[config.mk]
export PLATFORM = sky130hd
export DESIGN_NAME = multilevel_feedback_queue_scheduler_flat
export DESIGN_NICKNAME = d
export VERILOG_FILES = /design/src/rtl/mfq_pkg.sv /design/src/rtl/mfq_ifs.sv /design/src/rtl/multilevel_feedback_queue_scheduler.sv /design/src/rtl/mfq_store.sv /design/src/flat_wrapper.sv
export SDC_FILE = /design/constraint.sdc
export NUM_CORES = 1
export LEC_CHECK = 0
export ABC_AREA = 1
export CAP_MARGIN = 20
export CORE_MARGIN = 5
export CORE_UTILIZATION = 40
export CTS_BUF_LIST = sky130_fd_sc_hd__clkbuf_8
export DETAILED_ROUTE_END_ITERATION = 8
export DONT_BUFFER_PORTS = 1
export HOLD_SLACK_MARGIN = 0.02
export MAX_ROUTING_LAYER = met4
export PLACE_DENSITY = 0.55
export SYNTH_ARGS = -nofsm -noshare
export SYNTH_HDL_FRONTEND = slang
export SYNTH_SLANG_ARGS = --single-unit
[constraint.sdc]
create_clock -name clk -period 10.4 [get_ports clk]
set_input_delay 0.52 -clock clk [delete_from_list [all_inputs] [get_ports clk]]
set_output_delay 0.52 -clock clk [all_outputs]
set_load 0.03 [all_outputs]
[src/rtl/mfq_pkg.sv]
`timescale 1ns / 1ps
// Shared constants, codes and reset values for the three-level run-queue scheduler.
// No dependencies; every other file takes names from here, by scope or by import.
package mfq_pkg;

	// Field widths of the channel words
	localparam int ACTION_W   = 2;
	localparam int THREAD_W   = 8;
	localparam int LEVEL_W    = 2;
	localparam int KIND_W     = 2;
	localparam int TIME_W     = 24;
	localparam int PERIOD_W   = 8;
	localparam int REG_IDX_W  = 3;
	localparam int CFG_DATA_W = 24;

	localparam int NUM_LEVELS = 3;

	// Default sizing
	localparam int QUEUE_DEPTH_DEF = 16;
	localparam int ID_BITS_DEF     = 8;

	// Action codes
	localparam logic [ACTION_W-1:0] ACT_REQUEUE  = 2'd0;
	localparam logic [ACTION_W-1:0] ACT_DISPATCH = 2'd1;
	localparam logic [ACTION_W-1:0] ACT_TICK     = 2'd2;

	// Level codes
	localparam logic [LEVEL_W-1:0] LVL_HIGH   = 2'd0;
	localparam logic [LEVEL_W-1:0] LVL_NORMAL = 2'd1;
	localparam logic [LEVEL_W-1:0] LVL_LOW    = 2'd2;

	// Requeue kinds; any other code counts as preempted
	localparam logic [KIND_W-1:0] KIND_YIELD  = 2'd0;
	localparam logic [KIND_W-1:0] KIND_INVERT = 2'd1;

	// Register indexes
	localparam logic [REG_IDX_W-1:0] REG_HIGH_RUN_LIMIT   = 3'd0;
	localparam logic [REG_IDX_W-1:0] REG_NORMAL_RUN_LIMIT = 3'd1;
	localparam logic [REG_IDX_W-1:0] REG_BOOST_PERIOD     = 3'd2;
	localparam logic [REG_IDX_W-1:0] REG_HIGH_QUANTUM     = 3'd3;
	localparam logic [REG_IDX_W-1:0] REG_NORMAL_QUANTUM   = 3'd4;
	localparam logic [REG_IDX_W-1:0] REG_LOW_QUANTUM      = 3'd5;

	// Register reset values
	localparam logic [TIME_W-1:0]   RST_HIGH_RUN_LIMIT   = 24'd100000;
	localparam logic [TIME_W-1:0]   RST_NORMAL_RUN_LIMIT = 24'd200000;
	localparam logic [PERIOD_W-1:0] RST_BOOST_PERIOD     = 8'd10;
	localparam logic [TIME_W-1:0]   RST_HIGH_QUANTUM     = 24'd50000;
	localparam logic [TIME_W-1:0]   RST_NORMAL_QUANTUM   = 24'd100000;
	localparam logic [TIME_W-1:0]   RST_LOW_QUANTUM      = 24'd1500000;

endpackage

[src/rtl/mfq_ifs.sv]
`timescale 1ns / 1ps
// Channel interfaces: scheduler request, scheduler result and register write.
// Depends on mfq_pkg for field widths.

interface mfq_req_if;
	logic                            valid;
	logic                            ready;
	logic [mfq_pkg::ACTION_W-1:0]    action;
	logic [mfq_pkg::THREAD_W-1:0]    thread_id;
	logic [mfq_pkg::LEVEL_W-1:0]     thread_level;
	logic [mfq_pkg::KIND_W-1:0]      requeue_kind;
	logic [mfq_pkg::TIME_W-1:0]      run_total;

	modport source (output valid, action, thread_id, thread_level, requeue_kind, run_total,
		input ready);
	modport sink (input valid, action, thread_id, thread_level, requeue_kind, run_total,
		output ready);
endinterface

interface mfq_rsp_if;
	logic                            valid;
	logic                            ready;
	logic                            found;
	logic [mfq_pkg::THREAD_W-1:0]    out_thread;
	logic [mfq_pkg::LEVEL_W-1:0]     out_level;
	logic [mfq_pkg::TIME_W-1:0]      quantum_us;
	logic                            total_cleared;
	logic                            boosted;
	logic                            queue_full;

	modport source (output valid, found, out_thread, out_level, quantum_us, total_cleared,
		boosted, queue_full, input ready);
	modport sink (input valid, found, out_thread, out_level, quantum_us, total_cleared,
		boosted, queue_full, output ready);
endinterface

interface mfq_cfg_if;
	logic                            valid;
	logic                            ready;
	logic [mfq_pkg::REG_IDX_W-1:0]   index;
	logic [mfq_pkg::CFG_DATA_W-1:0]  data;

	modport source (output valid, index, data, input ready);
	modport sink (input valid, index, data, output ready);
endinterface

[src/rtl/multilevel_feedback_queue_scheduler.sv]
`timescale 1ns / 1ps
// Three-level feedback run-queue scheduler: control sequencer, queue pointers and registers.
// Depends on mfq_pkg, mfq_ifs (channel interfaces) and mfq_store (queue memory).
//
//   port   role     handshake      word
//   req    sink     valid/ready    action, thread_id, thread_level, requeue_kind, run_total
//   rsp    source   valid/ready    found, out_thread, out_level, quantum_us, total_cleared,
//                                  boosted, queue_full
//   cfg    sink     valid/ready    index, data (ready always high)
//
// Requeue, dispatch and a tick without boost pass through the execute state, then the finish state.
// A boosting tick moves low entries one by one before the finish state: each move is a read of the
// low queue then a write into the high queue through the one memory port pair.
// One word is worked at a time; the next is accepted once the result sits in the output
// register, which holds it until taken. Reset clears pointers and counts at once; the
// memory needs no clearing pass.
module multilevel_feedback_queue_scheduler #(
	parameter int QUEUE_DEPTH = mfq_pkg::QUEUE_DEPTH_DEF,
	parameter int ID_BITS     = mfq_pkg::ID_BITS_DEF
) (
	input  logic      clk,
	input  logic      arst_n,
	mfq_req_if.sink   req,
	mfq_rsp_if.source rsp,
	mfq_cfg_if.sink   cfg
);

	localparam int HW  = $clog2(QUEUE_DEPTH);
	localparam int CW  = $clog2(QUEUE_DEPTH + 1);
	localparam int SW  = CW + 1;
	localparam int IDW = ID_BITS;
	localparam int TW  = mfq_pkg::THREAD_W;
	localparam int PW  = mfq_pkg::PERIOD_W;

	localparam logic [2:0] ST_IDLE = 3'd0;
	localparam logic [2:0] ST_EXEC = 3'd1;
	localparam logic [2:0] ST_BRD  = 3'd2;
	localparam logic [2:0] ST_BWR  = 3'd3;
	localparam logic [2:0] ST_FIN  = 3'd4;

	logic [2:0] state_q;

	// Queue pointers and tick counter
	logic [HW-1:0] hd_q  [mfq_pkg::NUM_LEVELS];
	logic [CW-1:0] cnt_q [mfq_pkg::NUM_LEVELS];
	logic [PW-1:0] tick_q;

	// Configuration registers
	logic [mfq_pkg::TIME_W-1:0] hi_lim_q, nrm_lim_q, hi_quant_q, nrm_quant_q, lo_quant_q;
	logic [PW-1:0]              period_q;

	// Latched request word
	logic [mfq_pkg::ACTION_W-1:0] it_act_q;
	logic [TW-1:0]                it_id_q;
	logic [mfq_pkg::LEVEL_W-1:0]  it_lvl_q;
	logic [mfq_pkg::KIND_W-1:0]   it_kind_q;
	logic [mfq_pkg::TIME_W-1:0]   it_total_q;

	// Staged result
	logic                         res_found_q, res_clr_q, res_boost_q, res_full_q;
	logic [mfq_pkg::LEVEL_W-1:0]  res_lvl_q;
	logic [mfq_pkg::TIME_W-1:0]   res_quant_q;

	// Output register
	logic                         out_vld_q, out_found_q, out_clr_q, out_boost_q, out_full_q;
	logic [TW-1:0]                out_thread_q;
	logic [mfq_pkg::LEVEL_W-1:0]  out_lvl_q;
	logic [mfq_pkg::TIME_W-1:0]   out_quant_q;

	// Memory ports
	logic                         wr_en, rd_en;
	logic [mfq_pkg::LEVEL_W-1:0]  wr_lvl, rd_lvl;
	logic [HW-1:0]                wr_slot, rd_slot;
	logic [IDW-1:0]               wr_data, rd_data;

	logic                         req_acc, out_free, fin_go;
	logic [mfq_pkg::LEVEL_W-1:0]  lvl_eff, target, dq;
	logic                         demote, push_ok, disp_found, boost_hit, brd_move, brd_full;
	logic [PW:0]                  tick_next;
	logic [mfq_pkg::TIME_W-1:0]   disp_quant;

	function automatic logic [HW-1:0] slot_tail(input logic [HW-1:0] h, input logic [CW-1:0] c);
		logic [SW-1:0] s;
		s = SW'(h) + SW'(c);
		if (s >= SW'(QUEUE_DEPTH)) begin
			s = s - SW'(QUEUE_DEPTH);
		end
		return s[HW-1:0];
	endfunction

	function automatic logic [HW-1:0] hd_inc(input logic [HW-1:0] h);
		return (h == HW'(QUEUE_DEPTH - 1)) ? '0 : h + 1'b1;
	endfunction

	assign req.ready = (state_q == ST_IDLE);
	assign cfg.ready = 1'b1;
	assign req_acc   = req.valid && req.ready;
	assign out_free  = !out_vld_q || rsp.ready;
	assign fin_go    = (state_q == ST_FIN) && out_free;

	// Decode the latched word: requeue target, dispatch pick, tick compare, boost move checks
	always_comb begin
		lvl_eff = (it_lvl_q > mfq_pkg::LVL_LOW) ? mfq_pkg::LVL_LOW : it_lvl_q;
		demote  = 1'b0;
		case (it_kind_q)
			mfq_pkg::KIND_YIELD:  target = lvl_eff;
			mfq_pkg::KIND_INVERT: target = mfq_pkg::LVL_HIGH;
			default: begin
				target = lvl_eff;
				if (lvl_eff == mfq_pkg::LVL_HIGH && it_total_q >= hi_lim_q) begin
					target = mfq_pkg::LVL_NORMAL;
					demote = 1'b1;
				end else if (lvl_eff == mfq_pkg::LVL_NORMAL && it_total_q >= nrm_lim_q) begin
					target = mfq_pkg::LVL_LOW;
					demote = 1'b1;
				end
			end
		endcase
		push_ok = (cnt_q[target] != CW'(QUEUE_DEPTH));

		disp_found = 1'b1;
		if (cnt_q[mfq_pkg::LVL_HIGH] != '0) begin
			dq         = mfq_pkg::LVL_HIGH;
			disp_quant = hi_quant_q;
		end else if (cnt_q[mfq_pkg::LVL_NORMAL] != '0) begin
			dq         = mfq_pkg::LVL_NORMAL;
			disp_quant = nrm_quant_q;
		end else if (cnt_q[mfq_pkg::LVL_LOW] != '0) begin
			dq         = mfq_pkg::LVL_LOW;
			disp_quant = lo_quant_q;
		end else begin
			dq         = mfq_pkg::LVL_HIGH;
			disp_quant = '0;
			disp_found = 1'b0;
		end

		tick_next = {1'b0, tick_q} + 1'b1;
		boost_hit = (tick_next >= {1'b0, period_q});

		brd_move = (cnt_q[mfq_pkg::LVL_LOW] != '0) &&
			(cnt_q[mfq_pkg::LVL_HIGH] != CW'(QUEUE_DEPTH));
		brd_full = (cnt_q[mfq_pkg::LVL_LOW] != '0) &&
			(cnt_q[mfq_pkg::LVL_HIGH] == CW'(QUEUE_DEPTH));
	end

	// Drive memory ports; reads and writes never hit the same entry in flight
	always_comb begin
		wr_en   = 1'b0;
		wr_lvl  = target;
		wr_slot = slot_tail(hd_q[target], cnt_q[target]);
		wr_data = IDW'(it_id_q);
		rd_en   = 1'b0;
		rd_lvl  = dq;
		rd_slot = hd_q[dq];
		case (state_q)
			ST_EXEC: begin
				wr_en = (it_act_q == mfq_pkg::ACT_REQUEUE) && push_ok;
				rd_en = (it_act_q == mfq_pkg::ACT_DISPATCH) && disp_found;
			end
			ST_BRD: begin
				rd_en   = brd_move;
				rd_lvl  = mfq_pkg::LVL_LOW;
				rd_slot = hd_q[mfq_pkg::LVL_LOW];
			end
			ST_BWR: begin
				wr_en   = 1'b1;
				wr_lvl  = mfq_pkg::LVL_HIGH;
				wr_slot = slot_tail(hd_q[mfq_pkg::LVL_HIGH], cnt_q[mfq_pkg::LVL_HIGH]);
				wr_data = rd_data;
			end
			default: ;
		endcase
	end

	mfq_store #(
		.DEPTH (QUEUE_DEPTH),
		.IDW   (IDW)
	) u_store (
		.clk     (clk),
		.wr_en   (wr_en),
		.wr_lvl  (wr_lvl),
		.wr_slot (wr_slot),
		.wr_data (wr_data),
		.rd_en   (rd_en),
		.rd_lvl  (rd_lvl),
		.rd_slot (rd_slot),
		.rd_data (rd_data)
	);

	// Sequencer, pointers, registers and output valid
	always_ff @(posedge clk or negedge arst_n) begin
		if (!arst_n) begin
			state_q     <= ST_IDLE;
			for (int i = 0; i < mfq_pkg::NUM_LEVELS; i++) begin
				hd_q[i]  <= '0;
				cnt_q[i] <= '0;
			end
			tick_q      <= '0;
			out_vld_q   <= 1'b0;
			hi_lim_q    <= mfq_pkg::RST_HIGH_RUN_LIMIT;
			nrm_lim_q   <= mfq_pkg::RST_NORMAL_RUN_LIMIT;
			period_q    <= mfq_pkg::RST_BOOST_PERIOD;
			hi_quant_q  <= mfq_pkg::RST_HIGH_QUANTUM;
			nrm_quant_q <= mfq_pkg::RST_NORMAL_QUANTUM;
			lo_quant_q  <= mfq_pkg::RST_LOW_QUANTUM;
		end else begin
			if (cfg.valid) begin
				case (cfg.index)
					mfq_pkg::REG_HIGH_RUN_LIMIT:   hi_lim_q    <= cfg.data;
					mfq_pkg::REG_NORMAL_RUN_LIMIT: nrm_lim_q   <= cfg.data;
					mfq_pkg::REG_BOOST_PERIOD:     period_q    <= cfg.data[PW-1:0];
					mfq_pkg::REG_HIGH_QUANTUM:     hi_quant_q  <= cfg.data;
					mfq_pkg::REG_NORMAL_QUANTUM:   nrm_quant_q <= cfg.data;
					mfq_pkg::REG_LOW_QUANTUM:      lo_quant_q  <= cfg.data;
					default: ;
				endcase
			end

			if (fin_go) begin
				out_vld_q <= 1'b1;
			end else if (rsp.ready) begin
				out_vld_q <= 1'b0;
			end

			case (state_q)
				ST_IDLE: begin
					if (req_acc) begin
						state_q <= ST_EXEC;
					end
				end
				ST_EXEC: begin
					state_q <= ST_FIN;
					case (it_act_q)
						mfq_pkg::ACT_REQUEUE: begin
							if (push_ok) begin
								cnt_q[target] <= cnt_q[target] + 1'b1;
							end
						end
						mfq_pkg::ACT_DISPATCH: begin
							if (disp_found) begin
								hd_q[dq]  <= hd_inc(hd_q[dq]);
								cnt_q[dq] <= cnt_q[dq] - 1'b1;
							end
						end
						mfq_pkg::ACT_TICK: begin
							if (boost_hit) begin
								tick_q  <= '0;
								state_q <= ST_BRD;
							end else begin
								tick_q <= tick_next[PW-1:0];
							end
						end
						default: ;
					endcase
				end
				ST_BRD: begin
					if (brd_move) begin
						hd_q[mfq_pkg::LVL_LOW]  <= hd_inc(hd_q[mfq_pkg::LVL_LOW]);
						cnt_q[mfq_pkg::LVL_LOW] <= cnt_q[mfq_pkg::LVL_LOW] - 1'b1;
						state_q                 <= ST_BWR;
					end else begin
						state_q <= ST_FIN;
					end
				end
				ST_BWR: begin
					cnt_q[mfq_pkg::LVL_HIGH] <= cnt_q[mfq_pkg::LVL_HIGH] + 1'b1;
					state_q                  <= ST_BRD;
				end
				ST_FIN: begin
					if (out_free) begin
						state_q <= ST_IDLE;
					end
				end
				default: state_q <= ST_IDLE;
			endcase
		end
	end

	// Latch the request, stage the result, load the output register
	always_ff @(posedge clk) begin
		if (req_acc) begin
			it_act_q   <= req.action;
			it_id_q    <= req.thread_id;
			it_lvl_q   <= req.thread_level;
			it_kind_q  <= req.requeue_kind;
			it_total_q <= req.run_total;
		end

		if (state_q == ST_EXEC) begin
			res_found_q <= 1'b0;
			res_lvl_q   <= '0;
			res_quant_q <= '0;
			res_clr_q   <= 1'b0;
			res_boost_q <= 1'b0;
			res_full_q  <= 1'b0;
			case (it_act_q)
				mfq_pkg::ACT_REQUEUE: begin
					res_lvl_q  <= target;
					res_clr_q  <= demote && push_ok;
					res_full_q <= !push_ok;
				end
				mfq_pkg::ACT_DISPATCH: begin
					res_found_q <= disp_found;
					res_lvl_q   <= disp_found ? dq : '0;
					res_quant_q <= disp_quant;
				end
				mfq_pkg::ACT_TICK: res_boost_q <= boost_hit;
				default: ;
			endcase
		end

		if (state_q == ST_BRD && brd_full) begin
			res_full_q <= 1'b1;
		end

		if (fin_go) begin
			out_found_q  <= res_found_q;
			out_thread_q <= res_found_q ? TW'(rd_data) : '0;
			out_lvl_q    <= res_lvl_q;
			out_quant_q  <= res_quant_q;
			out_clr_q    <= res_clr_q;
			out_boost_q  <= res_boost_q;
			out_full_q   <= res_full_q;
		end
	end

	assign rsp.valid         = out_vld_q;
	assign rsp.found         = out_found_q;
	assign rsp.out_thread    = out_thread_q;
	assign rsp.out_level     = out_lvl_q;
	assign rsp.quantum_us    = out_quant_q;
	assign rsp.total_cleared = out_clr_q;
	assign rsp.boosted       = out_boost_q;
	assign rsp.queue_full    = out_full_q;

`ifndef SYNTHESIS
	a_cnt_bound: assert property (@(posedge clk) disable iff (!arst_n)
		cnt_q[mfq_pkg::LVL_HIGH] <= CW'(QUEUE_DEPTH) &&
		cnt_q[mfq_pkg::LVL_NORMAL] <= CW'(QUEUE_DEPTH) &&
		cnt_q[mfq_pkg::LVL_LOW] <= CW'(QUEUE_DEPTH))
		else $error("queue count beyond depth");

	a_boost_room: assert property (@(posedge clk) disable iff (!arst_n)
		state_q == ST_BWR |-> cnt_q[mfq_pkg::LVL_HIGH] < CW'(QUEUE_DEPTH))
		else $error("boost move into a full high queue");

	a_accept_exec: assert property (@(posedge clk) disable iff (!arst_n)
		req_acc |=> state_q == ST_EXEC)
		else $error("accepted word not taken into execution");

	a_result_src: assert property (@(posedge clk) disable iff (!arst_n)
		$rose(out_vld_q) |-> $past(state_q) == ST_FIN)
		else $error("result raised outside the finish step");
`endif

endmodule

[src/rtl/mfq_store.sv]
`timescale 1ns / 1ps
// Run-queue storage: one memory holding the three FIFOs, one write and one read port.
// Depends on mfq_pkg for the level count and widths.
module mfq_store #(
	parameter int DEPTH = mfq_pkg::QUEUE_DEPTH_DEF,
	parameter int IDW   = mfq_pkg::ID_BITS_DEF
) (
	input  logic                         clk,
	input  logic                         wr_en,
	input  logic [mfq_pkg::LEVEL_W-1:0]  wr_lvl,
	input  logic [$clog2(DEPTH)-1:0]     wr_slot,
	input  logic [IDW-1:0]               wr_data,
	input  logic                         rd_en,
	input  logic [mfq_pkg::LEVEL_W-1:0]  rd_lvl,
	input  logic [$clog2(DEPTH)-1:0]     rd_slot,
	output logic [IDW-1:0]               rd_data
);

	logic [IDW-1:0] fifo_mem [mfq_pkg::NUM_LEVELS][DEPTH];
	logic [IDW-1:0] rd_data_q;

	// Write one id
	always_ff @(posedge clk) begin
		if (wr_en) begin
			fifo_mem[wr_lvl][wr_slot] <= wr_data;
		end
	end

	// Registered read, held until the next read
	always_ff @(posedge clk) begin
		if (rd_en) begin
			rd_data_q <= fifo_mem[rd_lvl][rd_slot];
		end
	end

	assign rd_data = rd_data_q;

endmodule

[src/flat_wrapper.sv]
// flat-port wrapper written by rule: the top's interface ports become plain ports
module multilevel_feedback_queue_scheduler_flat 
#(
	parameter int QUEUE_DEPTH = mfq_pkg::QUEUE_DEPTH_DEF,
	parameter int ID_BITS     = mfq_pkg::ID_BITS_DEF
)
  (clk, arst_n, req_valid, req_action, req_thread_id, req_thread_level, req_requeue_kind, req_run_total, req_ready, rsp_valid, rsp_found, rsp_out_thread, rsp_out_level, rsp_quantum_us, rsp_total_cleared, rsp_boosted, rsp_queue_full, rsp_ready, cfg_valid, cfg_index, cfg_data, cfg_ready);
  mfq_req_if req_i ();
  mfq_rsp_if rsp_i ();
  mfq_cfg_if cfg_i ();
  input  logic clk;
  input  logic arst_n;
  input wire logic [$bits(req_i.valid)-1:0] req_valid;
  input wire logic [$bits(req_i.action)-1:0] req_action;
  input wire logic [$bits(req_i.thread_id)-1:0] req_thread_id;
  input wire logic [$bits(req_i.thread_level)-1:0] req_thread_level;
  input wire logic [$bits(req_i.requeue_kind)-1:0] req_requeue_kind;
  input wire logic [$bits(req_i.run_total)-1:0] req_run_total;
  output wire logic [$bits(req_i.ready)-1:0] req_ready;
  output wire logic [$bits(rsp_i.valid)-1:0] rsp_valid;
  output wire logic [$bits(rsp_i.found)-1:0] rsp_found;
  output wire logic [$bits(rsp_i.out_thread)-1:0] rsp_out_thread;
  output wire logic [$bits(rsp_i.out_level)-1:0] rsp_out_level;
  output wire logic [$bits(rsp_i.quantum_us)-1:0] rsp_quantum_us;
  output wire logic [$bits(rsp_i.total_cleared)-1:0] rsp_total_cleared;
  output wire logic [$bits(rsp_i.boosted)-1:0] rsp_boosted;
  output wire logic [$bits(rsp_i.queue_full)-1:0] rsp_queue_full;
  input wire logic [$bits(rsp_i.ready)-1:0] rsp_ready;
  input wire logic [$bits(cfg_i.valid)-1:0] cfg_valid;
  input wire logic [$bits(cfg_i.index)-1:0] cfg_index;
  input wire logic [$bits(cfg_i.data)-1:0] cfg_data;
  output wire logic [$bits(cfg_i.ready)-1:0] cfg_ready;
  assign req_i.valid = req_valid;
  assign req_i.action = req_action;
  assign req_i.thread_id = req_thread_id;
  assign req_i.thread_level = req_thread_level;
  assign req_i.requeue_kind = req_requeue_kind;
  assign req_i.run_total = req_run_total;
  assign req_ready = req_i.ready;
  assign rsp_valid = rsp_i.valid;
  assign rsp_found = rsp_i.found;
  assign rsp_out_thread = rsp_i.out_thread;
  assign rsp_out_level = rsp_i.out_level;
  assign rsp_quantum_us = rsp_i.quantum_us;
  assign rsp_total_cleared = rsp_i.total_cleared;
  assign rsp_boosted = rsp_i.boosted;
  assign rsp_queue_full = rsp_i.queue_full;
  assign rsp_i.ready = rsp_ready;
  assign cfg_i.valid = cfg_valid;
  assign cfg_i.index = cfg_index;
  assign cfg_i.data = cfg_data;
  assign cfg_ready = cfg_i.ready;
  multilevel_feedback_queue_scheduler #(.QUEUE_DEPTH(QUEUE_DEPTH), .ID_BITS(ID_BITS)) u_core (.clk(clk), .arst_n(arst_n), .req(req_i), .rsp(rsp_i), .cfg(cfg_i));
endmodule
# Word level (Yosys, flattened, before mapping)
# Memories as Yosys holds them, arrays and structs flattened.
# Cells that the tools add are included.
# op_classes
mul	0
shifts	0
n_reduce_logical	42
n_eq_ne	28
add_sub_neg	11
order_cmp	13
n_div	0
muxes	77
n_bitwise	4
# ops
cell	n
two-way mux 128 bit	1
two-way mux 24 bit	3
two-way mux 4 bit	14
>= comparator 24 bit	2
two-way mux 8 bit	5
two-way mux 5 bit	7
binary-select mux 8 bit (select 4 bit)	1
demux 8 bit (select 4 bit)	1
bitwise mux 15 bit	2
two-way mux 15 bit	2
one-hot mux 15 bit (2 select lines)	1
binary-select mux 5 bit (select 2 bit)	2
demux 5 bit (select 2 bit)	2
one-hot mux 5 bit (2 select lines)	2
two-way mux 2 bit	9
binary-select mux 4 bit (select 2 bit)	2
AND reduction 2 bit	8
two-way mux 3 bit	5
one-hot mux 3 bit (5 select lines)	1
nonzero test 5 bit	3
logical AND 1 bit	13
adder 4 x 5 -> 6 bit	2
bitwise mux 12 bit	1
equality test 3 x 2 -> 1 bit (second input constant)	4
other kinds (39)	82
# word_totals
out_inout_bits	41
mem_bits_ro	0
ram_bits	384
reg_bits	281
latchBits	0
memories	1
word_cells	210
# mem_list
memory	depth	word_bits	rd	rd_ports_with_merged_regs	write_ports	line_no	source
u_core.u_store.fifo_mem	3	128	1	0	1	mfq_store.sv:19	logic [IDW-1:0] fifo_mem [mfq_pkg::NUM_LEVELS][DEPTH];

# Longest topological paths before layout
# logic_depth
word_depth	21
mapped_depth	32

# By module
# From an unflattened synthesis, not the netlist that was laid out.
# hier_totals
hier_cells	2931
area_unflattened_um2	29783.6
# modules_own_cells
module	instances	seq_area_each_um2	area_each_um2	cells_each
mfq_store	1	11771.3	16289.4	1436
multilevel_feedback_queue_scheduler	1	7397.1	13494.2	1495

# Worst setup path before layout
# OpenSTA, ideal clock, no wires.
# synth_path
path_type	register to register
start	reg u_core.nrm_lim_q[11] in the netlist's numbering
end	mem u_core.u_store.fifo_mem[0][112] in the netlist's numbering, enable pin
stages_incl_launch_ff	23
slack_ns	6.131
n_path_buf	2
arrival_ns	3.886
synth_period_minus_slack_ns	4.269
cell_sequence	dfstp_2 inv_1 ha_1 nand2_1 inv_1 nand2_1 nand2_1 nand2_1 nand2_1 a21oi_2 nand3_2 nand3_2 nand2_2 buf_4 o221ai_1 ha_1 fa_1 nand2_1 o21ai_0 inv_1 nand3_2 buf_2 nor3_1
# synth_via
elab_chain_len	19
word_cells_on_any_way	29
# synth_lines
element	line_no	source
start: declaration	multilevel_feedback_queue_scheduler.sv:49	logic [mfq_pkg::TIME_W-1:0] hi_lim_q, nrm_lim_q, hi_quant_q, nrm_quant_q, lo_quant_q;
start signal: assignment	multilevel_feedback_queue_scheduler.sv:201	nrm_lim_q <= mfq_pkg::RST_NORMAL_RUN_LIMIT;
start signal: assignment	multilevel_feedback_queue_scheduler.sv:210	mfq_pkg::REG_NORMAL_RUN_LIMIT: nrm_lim_q <= cfg.data;
>= comparator 24 bit (*)	multilevel_feedback_queue_scheduler.sv:113	end else if (lvl_eff == mfq_pkg::LVL_NORMAL && it_total_q >= nrm_lim_q) begin
logical AND 1 bit (*)	multilevel_feedback_queue_scheduler.sv:113	
two-way mux 2 bit (*)	multilevel_feedback_queue_scheduler.sv:113	
two-way mux 2 bit (*)	multilevel_feedback_queue_scheduler.sv:110	if (lvl_eff == mfq_pkg::LVL_HIGH && it_total_q >= hi_lim_q) begin
one-hot mux 2 bit (2 select lines) (*)	multilevel_feedback_queue_scheduler.sv:105	case (it_kind_q)
inverter 2 -> 3 bit (not written as such)	multilevel_feedback_queue_scheduler.sv:119, multilevel_feedback_queue_scheduler.sv:150	
binary-select mux 4 bit (select 2 bit) or binary-select mux 5 bit (select 2 bit) (tied branches)	multilevel_feedback_queue_scheduler.sv:150, multilevel_feedback_queue_scheduler.sv:119	
two-way mux 4 bit (not written as such) or two-way mux 5 bit (tied branches) (2 in a row)	multilevel_feedback_queue_scheduler.sv:150, multilevel_feedback_queue_scheduler.sv:119	
[2 not listed]	--	
two-way mux 4 bit	multilevel_feedback_queue_scheduler.sv:85	if (s >= SW'(QUEUE_DEPTH)) begin
two-way mux 4 bit	multilevel_feedback_queue_scheduler.sv:155	case (state_q)
inverter 4 -> 5 bit (not written as such)	mfq_store.sv:25	fifo_mem[wr_lvl][wr_slot] <= wr_data;
>= comparator 5 bit (not written as such) or less-than comparator 5 x 1 -> 1 bit (tied branches)	mfq_store.sv:25	
logical AND 1 bit (not written as such)	mfq_store.sv:25	
two-way mux 8 bit (not written as such)	mfq_store.sv:25	
demux 8 bit (select 4 bit)	mfq_store.sv:25	
two-way mux 128 bit (not written as such)	mfq_store.sv:25	
end: declaration	mfq_store.sv:19	
# Mark *: on every way between the ends. The rest lies on a longest branch, timed or not. The select of a mux whose other input is x is not followed.

# Worst setup path in the final report
# layout_path
start	reg u_core.nrm_lim_q[11] in the netlist's numbering
end	mem u_core.u_store.fifo_mem[2][42] in the netlist's numbering, enable pin
# The elaborated chain is that of the path after synthesis.

==> summary.txt <==
Run status
  • Run status: finished, final reports clean

CTS
  • Clock tree from TritonCTS: built
  • Deepest clock path buffer count: 3
  • Worst-path clk slew: 0.06 ns
  • Total of hold buffers inserted after clock tree synthesis: 53
  • Clock buffers created by TritonCTS: 109
  • Insertion delay of the later-clocked pin in the worst-skew pair: 0.72 ns
  • CTS HTree Levels: 3
  • Number of buffers added for setup after CTS: 0
  • TritonCTS Sinks: 665
  • PostCTS Resize Cnt: 0
  • Cell at the root of the clock tree: sky130_fd_sc_hd__clkbuf_8

Setup path
  • CP Launch Point: u_core.nrm_lim_q[11]
  • Data required time of the worst path: approximately 11 ns
  • CP cell instances: inv_1, ha_1, nand2_1, nor2_1, nand4_1, nor2_1, nand2_1, nand2_1, nand2_1, nand3_1, nand2_2, nand2_2, inv_1, nand2_1, o221ai_1, ha_1, fa_1, xnor2_1, nand2_1, o21ai_0, nand3_1, nor3_1
  • Maximum fanout along the worst path: 13
  • Family with the most delay on the worst path: simple AND/OR/NAND/NOR gates
  • Category of the worst setup path launch point: flop
  • Slowest cell on crit path: sky130_fd_sc_hd__nor3_1
  • Startpoint of the worst register-to-register path: u_core.nrm_lim_q[11]
  • Number of buffers and inverters on the critical path: 2
  • Largest stage delay on the critical path: 1.04 ns
  • Most frequent CP cell: sky130_fd_sc_hd__nand2_1
  • Endpoint type of the worst setup path: flop
  • Arrival time worst endpoint: 6.16 ns
  • Worst Path Class, Setup: flop to flop

Timing
  • RSZ-0062 raised after global routing: false
  • Transition time at the pin with the least slew margin: about 1.1 ns
  • Headroom to the max-slew limit: 0.238
  • Final Critical Period: 5.83 ns
  • Final setup skew: 0.0448 ns
  • Final count of negative-setup-slack endpoints: 0
  • Number of slew-limit violations in the final report: 0
  • Tcrit/Tclk final: 0.560
  • Fmax: 0.172 GHz
  • Sum Neg Setup Slack: 0 ns
  • Number of hold violations in the final report: 0

Worst hold path
  • Type of the most critical hold path: input pin to flop
  • Worst Min Path Start: cfg_data[22]

Global routing
  • Global-route wire length before repair: ~120 mm
  • Total congestion overflow after global routing: 0
  • Initial antenna violation count: 1
  • Pin count of the biggest net entering global routing: 168
  • GRT Resource Usage Total: 0.196
  • Vias in the first global route: 20323

Routing
  • Remaining number of nets flagged by the antenna check after routing: 0
  • Post-route DRC violation count: 0
  • Count of vias placed by the detailed router: around 21000
  • DR vias/cell: ~5.3
  • Per-cell routed wire length: 19.7 µm
  • Pre-antenna DRT Iters: 8
  • Drt total wl: 77.1 mm
  • Iteration-0 DRC count of the detailed router: 1815

Synthesis
  • Post-synthesis share of cell area spent on xor and xnor gates: 0.00414
  • Multiplexer fraction of the synthesized cell area: 0
  • Most instantiated cells after synthesis: sky130_fd_sc_hd__nand2_1 (544), sky130_fd_sc_hd__edfxtp_1 (497), sky130_fd_sc_hd__inv_1 (329)
  • Main combinational cell family by area after synthesis: simple AND/OR/NAND/NOR gates
  • Post-synthesis async set-or-reset flop share: 0.251
  • Post-synthesis simple-gate area fraction: 0.155
  • Post-synth EDFFs: 497
  • Post-synthesis cell count: 2800
  • Number of synthesized register bits: 665
  • Number of unique standard cell types used by synthesis: 51
  • Predominant post-synthesis flop cell: sky130_fd_sc_hd__edfxtp_1
  • Dominant cell type by area after synthesis: sky130_fd_sc_hd__edfxtp_1
  • Syn nets: 2943
  • Portion of synthesized cell area occupied by the leading cell type: 0.504
  • Largest cells by area after synthesis: sky130_fd_sc_hd__edfxtp_1 (50%), sky130_fd_sc_hd__dfrtp_1 (11%), sky130_fd_sc_hd__nand2_1 (6.9%)
  • Sequential cell area fraction in the yosys report: 0.647
  • Netlist Area Pre-Place: 0.0296 mm²
  • Synthesized-area fraction occupied by ao, oa, aoi and oai cells: 0.0966
  • Synthesized area per cell: ~11 µm²
  • Most used standard cell by instance count after synthesis: sky130_fd_sc_hd__nand2_1
  • Adder-cell area share of the yosys netlist: 0.0314
  • Number of warnings reported in the yosys synthesis log: 0

Power and ir drop
  • Clock Power Share: 0.234
  • Net switching component of the power: between 0.003 and 0.004 W
  • Combinational share of power: 0.374
  • Leakage power: 13.1 nW
  • Net switching fraction of the power: 0.414
  • Total power divided by cell area: 275 mW/mm²
  • Cell Int Power: 0.00534 W
  • Sequential group share of total power: 0.392
  • VDD IR-drop max: between 200 and 250 µV

Placement
  • Port Buffer Count: 0
  • GP Congestion: 0.903
  • Number of placed cells counting well taps: 3648
  • Post-detail-place hpwl: 48.5 mm

Floorplanning
  • Starting utilization of the core area: 0.404
  • Floorplan die area: between 0.07 and 0.08 mm²
  • Horizontal extent of the die: roughly 280 µm
  • IO Count: 111
  • Placement row count: 99
  • Vertical die dimension: roughly 280 µm
  • Placeable core area: 0.0732 mm²

Finish
  • Layout cell share with drive strength beyond 1: 0.0952
  • Number of filler cells placed in the layout: 6843
  • Synth-to-layout area growth: 12.0%
  • Number of nets in the final layout: approximately 3000
  • Number of cells in the finished layout apart from fillers: 3913

Flow run
  • Count of max-cap constraint violations: 0
-- state kept, by name, summed over array words and instances (netlist names), 3 cells and up --
signal,flops
u_core.cnt_q,15
u_core.res_quant_q,24
u_core.nrm_lim_q,24
u_core.hi_quant_q,24
u_core.rsp.out_thread,8
u_core.state_q,3
u_core.it_total_q,24
u_core.u_store.rd_data,8
u_core.hd_q,12
u_core.u_store.fifo_mem,384
u_core.nrm_quant_q,24
u_core.rsp.quantum_us,24
u_core.hi_lim_q,24
u_core.it_id_q,8
u_core.period_q,8
u_core.tick_q,8
u_core.lo_quant_q,24
-- routing by layer --
metal	global-route usage	routed length [µm]	vias to the layer above
met5	-	0	-
met4	0.0582	2030	0
met3	0.0297	4390	147
met2	0.318	37000	705
met1	0.259	33700	10060
li1	-	-	9857
-- worst paths after layout --
check	cells after the start	end	slack, ns
setup / recovery	22	u_core.u_store.fifo_mem[2][42]	4.57
hold / removal	2	u_core.lo_quant_q[22]	0.09
setup reg to reg	22	u_core.u_store.fifo_mem[2][42]	4.57
hold reg to reg	0	u_core.rsp.quantum_us[10]	0.42
max in group asynchronous	2	u_core.cnt_q[13]	9.19
min in group asynchronous	2	u_core.hi_lim_q[12]	0.40
-- layout by cell type (no fill, tap or decap), types with 20 or more instances in the layout --
cell,n
sky130_fd_sc_hd__nand2_1,533
sky130_fd_sc_hd__edfxtp_1,497
sky130_fd_sc_hd__inv_1,372
sky130_fd_sc_hd__o21ai_0,305
sky130_fd_sc_hd__nand3_1,243
sky130_fd_sc_hd__a21oi_1,168
sky130_fd_sc_hd__dfrtp_1,131
sky130_fd_sc_hd__clkbuf_8,117
sky130_fd_sc_hd__nand4_1,82
sky130_fd_sc_hd__ha_1,71
sky130_fd_sc_hd__nor2_1,68
sky130_fd_sc_hd__nor3_1,56
sky130_fd_sc_hd__dlygate4sd3_1,52
sky130_fd_sc_hd__dfstp_2,36
sky130_fd_sc_hd__buf_4,33
sky130_fd_sc_hd__a31oi_1,22
sky130_fd_sc_hd__clkinv_1,20
-- per-stage QoR --
step	instance area (µm²)	total power, W	setup WS, ns	hold WS [ns]	util
finish	33200	0.00912	4.57	0.0872	0.453
global route	33200	0.00969	4.01	0.0665	0.453
CTS	33000	0.00917	4.46	0.0207	0.451
detailed placement	30500	0.00698	4.48	0.231	0.416
global placement	30400	0.00694	4.56	0.229	0.416
floorplan	29600	0.00585	6.13	0.224	-
-- cell families after synthesis --
group | count (synthesis)
DFF | 665
buffers and inverters | 484
AOI/OAI and AO/OA | 535
and+or+nand+nor | 1028
adders and majority gates | 73
other | 1
xor gates and xnor gates | 14
-- final cells by class --
| cell class | instances | area, µm² | share of cell area |
|---|---|---|---|
| clock buffers | 117 | 1610 | 0.0486 |
| flip-flops and latches | 665 | 19200 | 0.578 |
| multi-input cells | 1651 | 8570 | 0.259 |
| well taps | 959 | 1200 | 0.0362 |
| repair buffers | 104 | 906 | 0.0273 |
| clock inverters | 76 | 424 | 0.0128 |
| inverters | 340 | 1280 | 0.0385 |
| diodes | 1 | 2.50 | 0.0000755 |
-- power by group through the flow --
stage | sequential (W) | clock [W] | combinational (W)
2_1_floorplan | 0.00356 | 0 | 0.00230
3_3_place_gp | 0.00362 | 0 | 0.00332
3_5_place_dp | 0.00363 | 0 | 0.00335
4_1_cts | 0.00358 | 0.00220 | 0.00340
5_1_grt | 0.00360 | 0.00232 | 0.00376
6_report | 0.00358 | 0.00213 | 0.00341
Note: power is estimated with default switching activity, not from simulation.
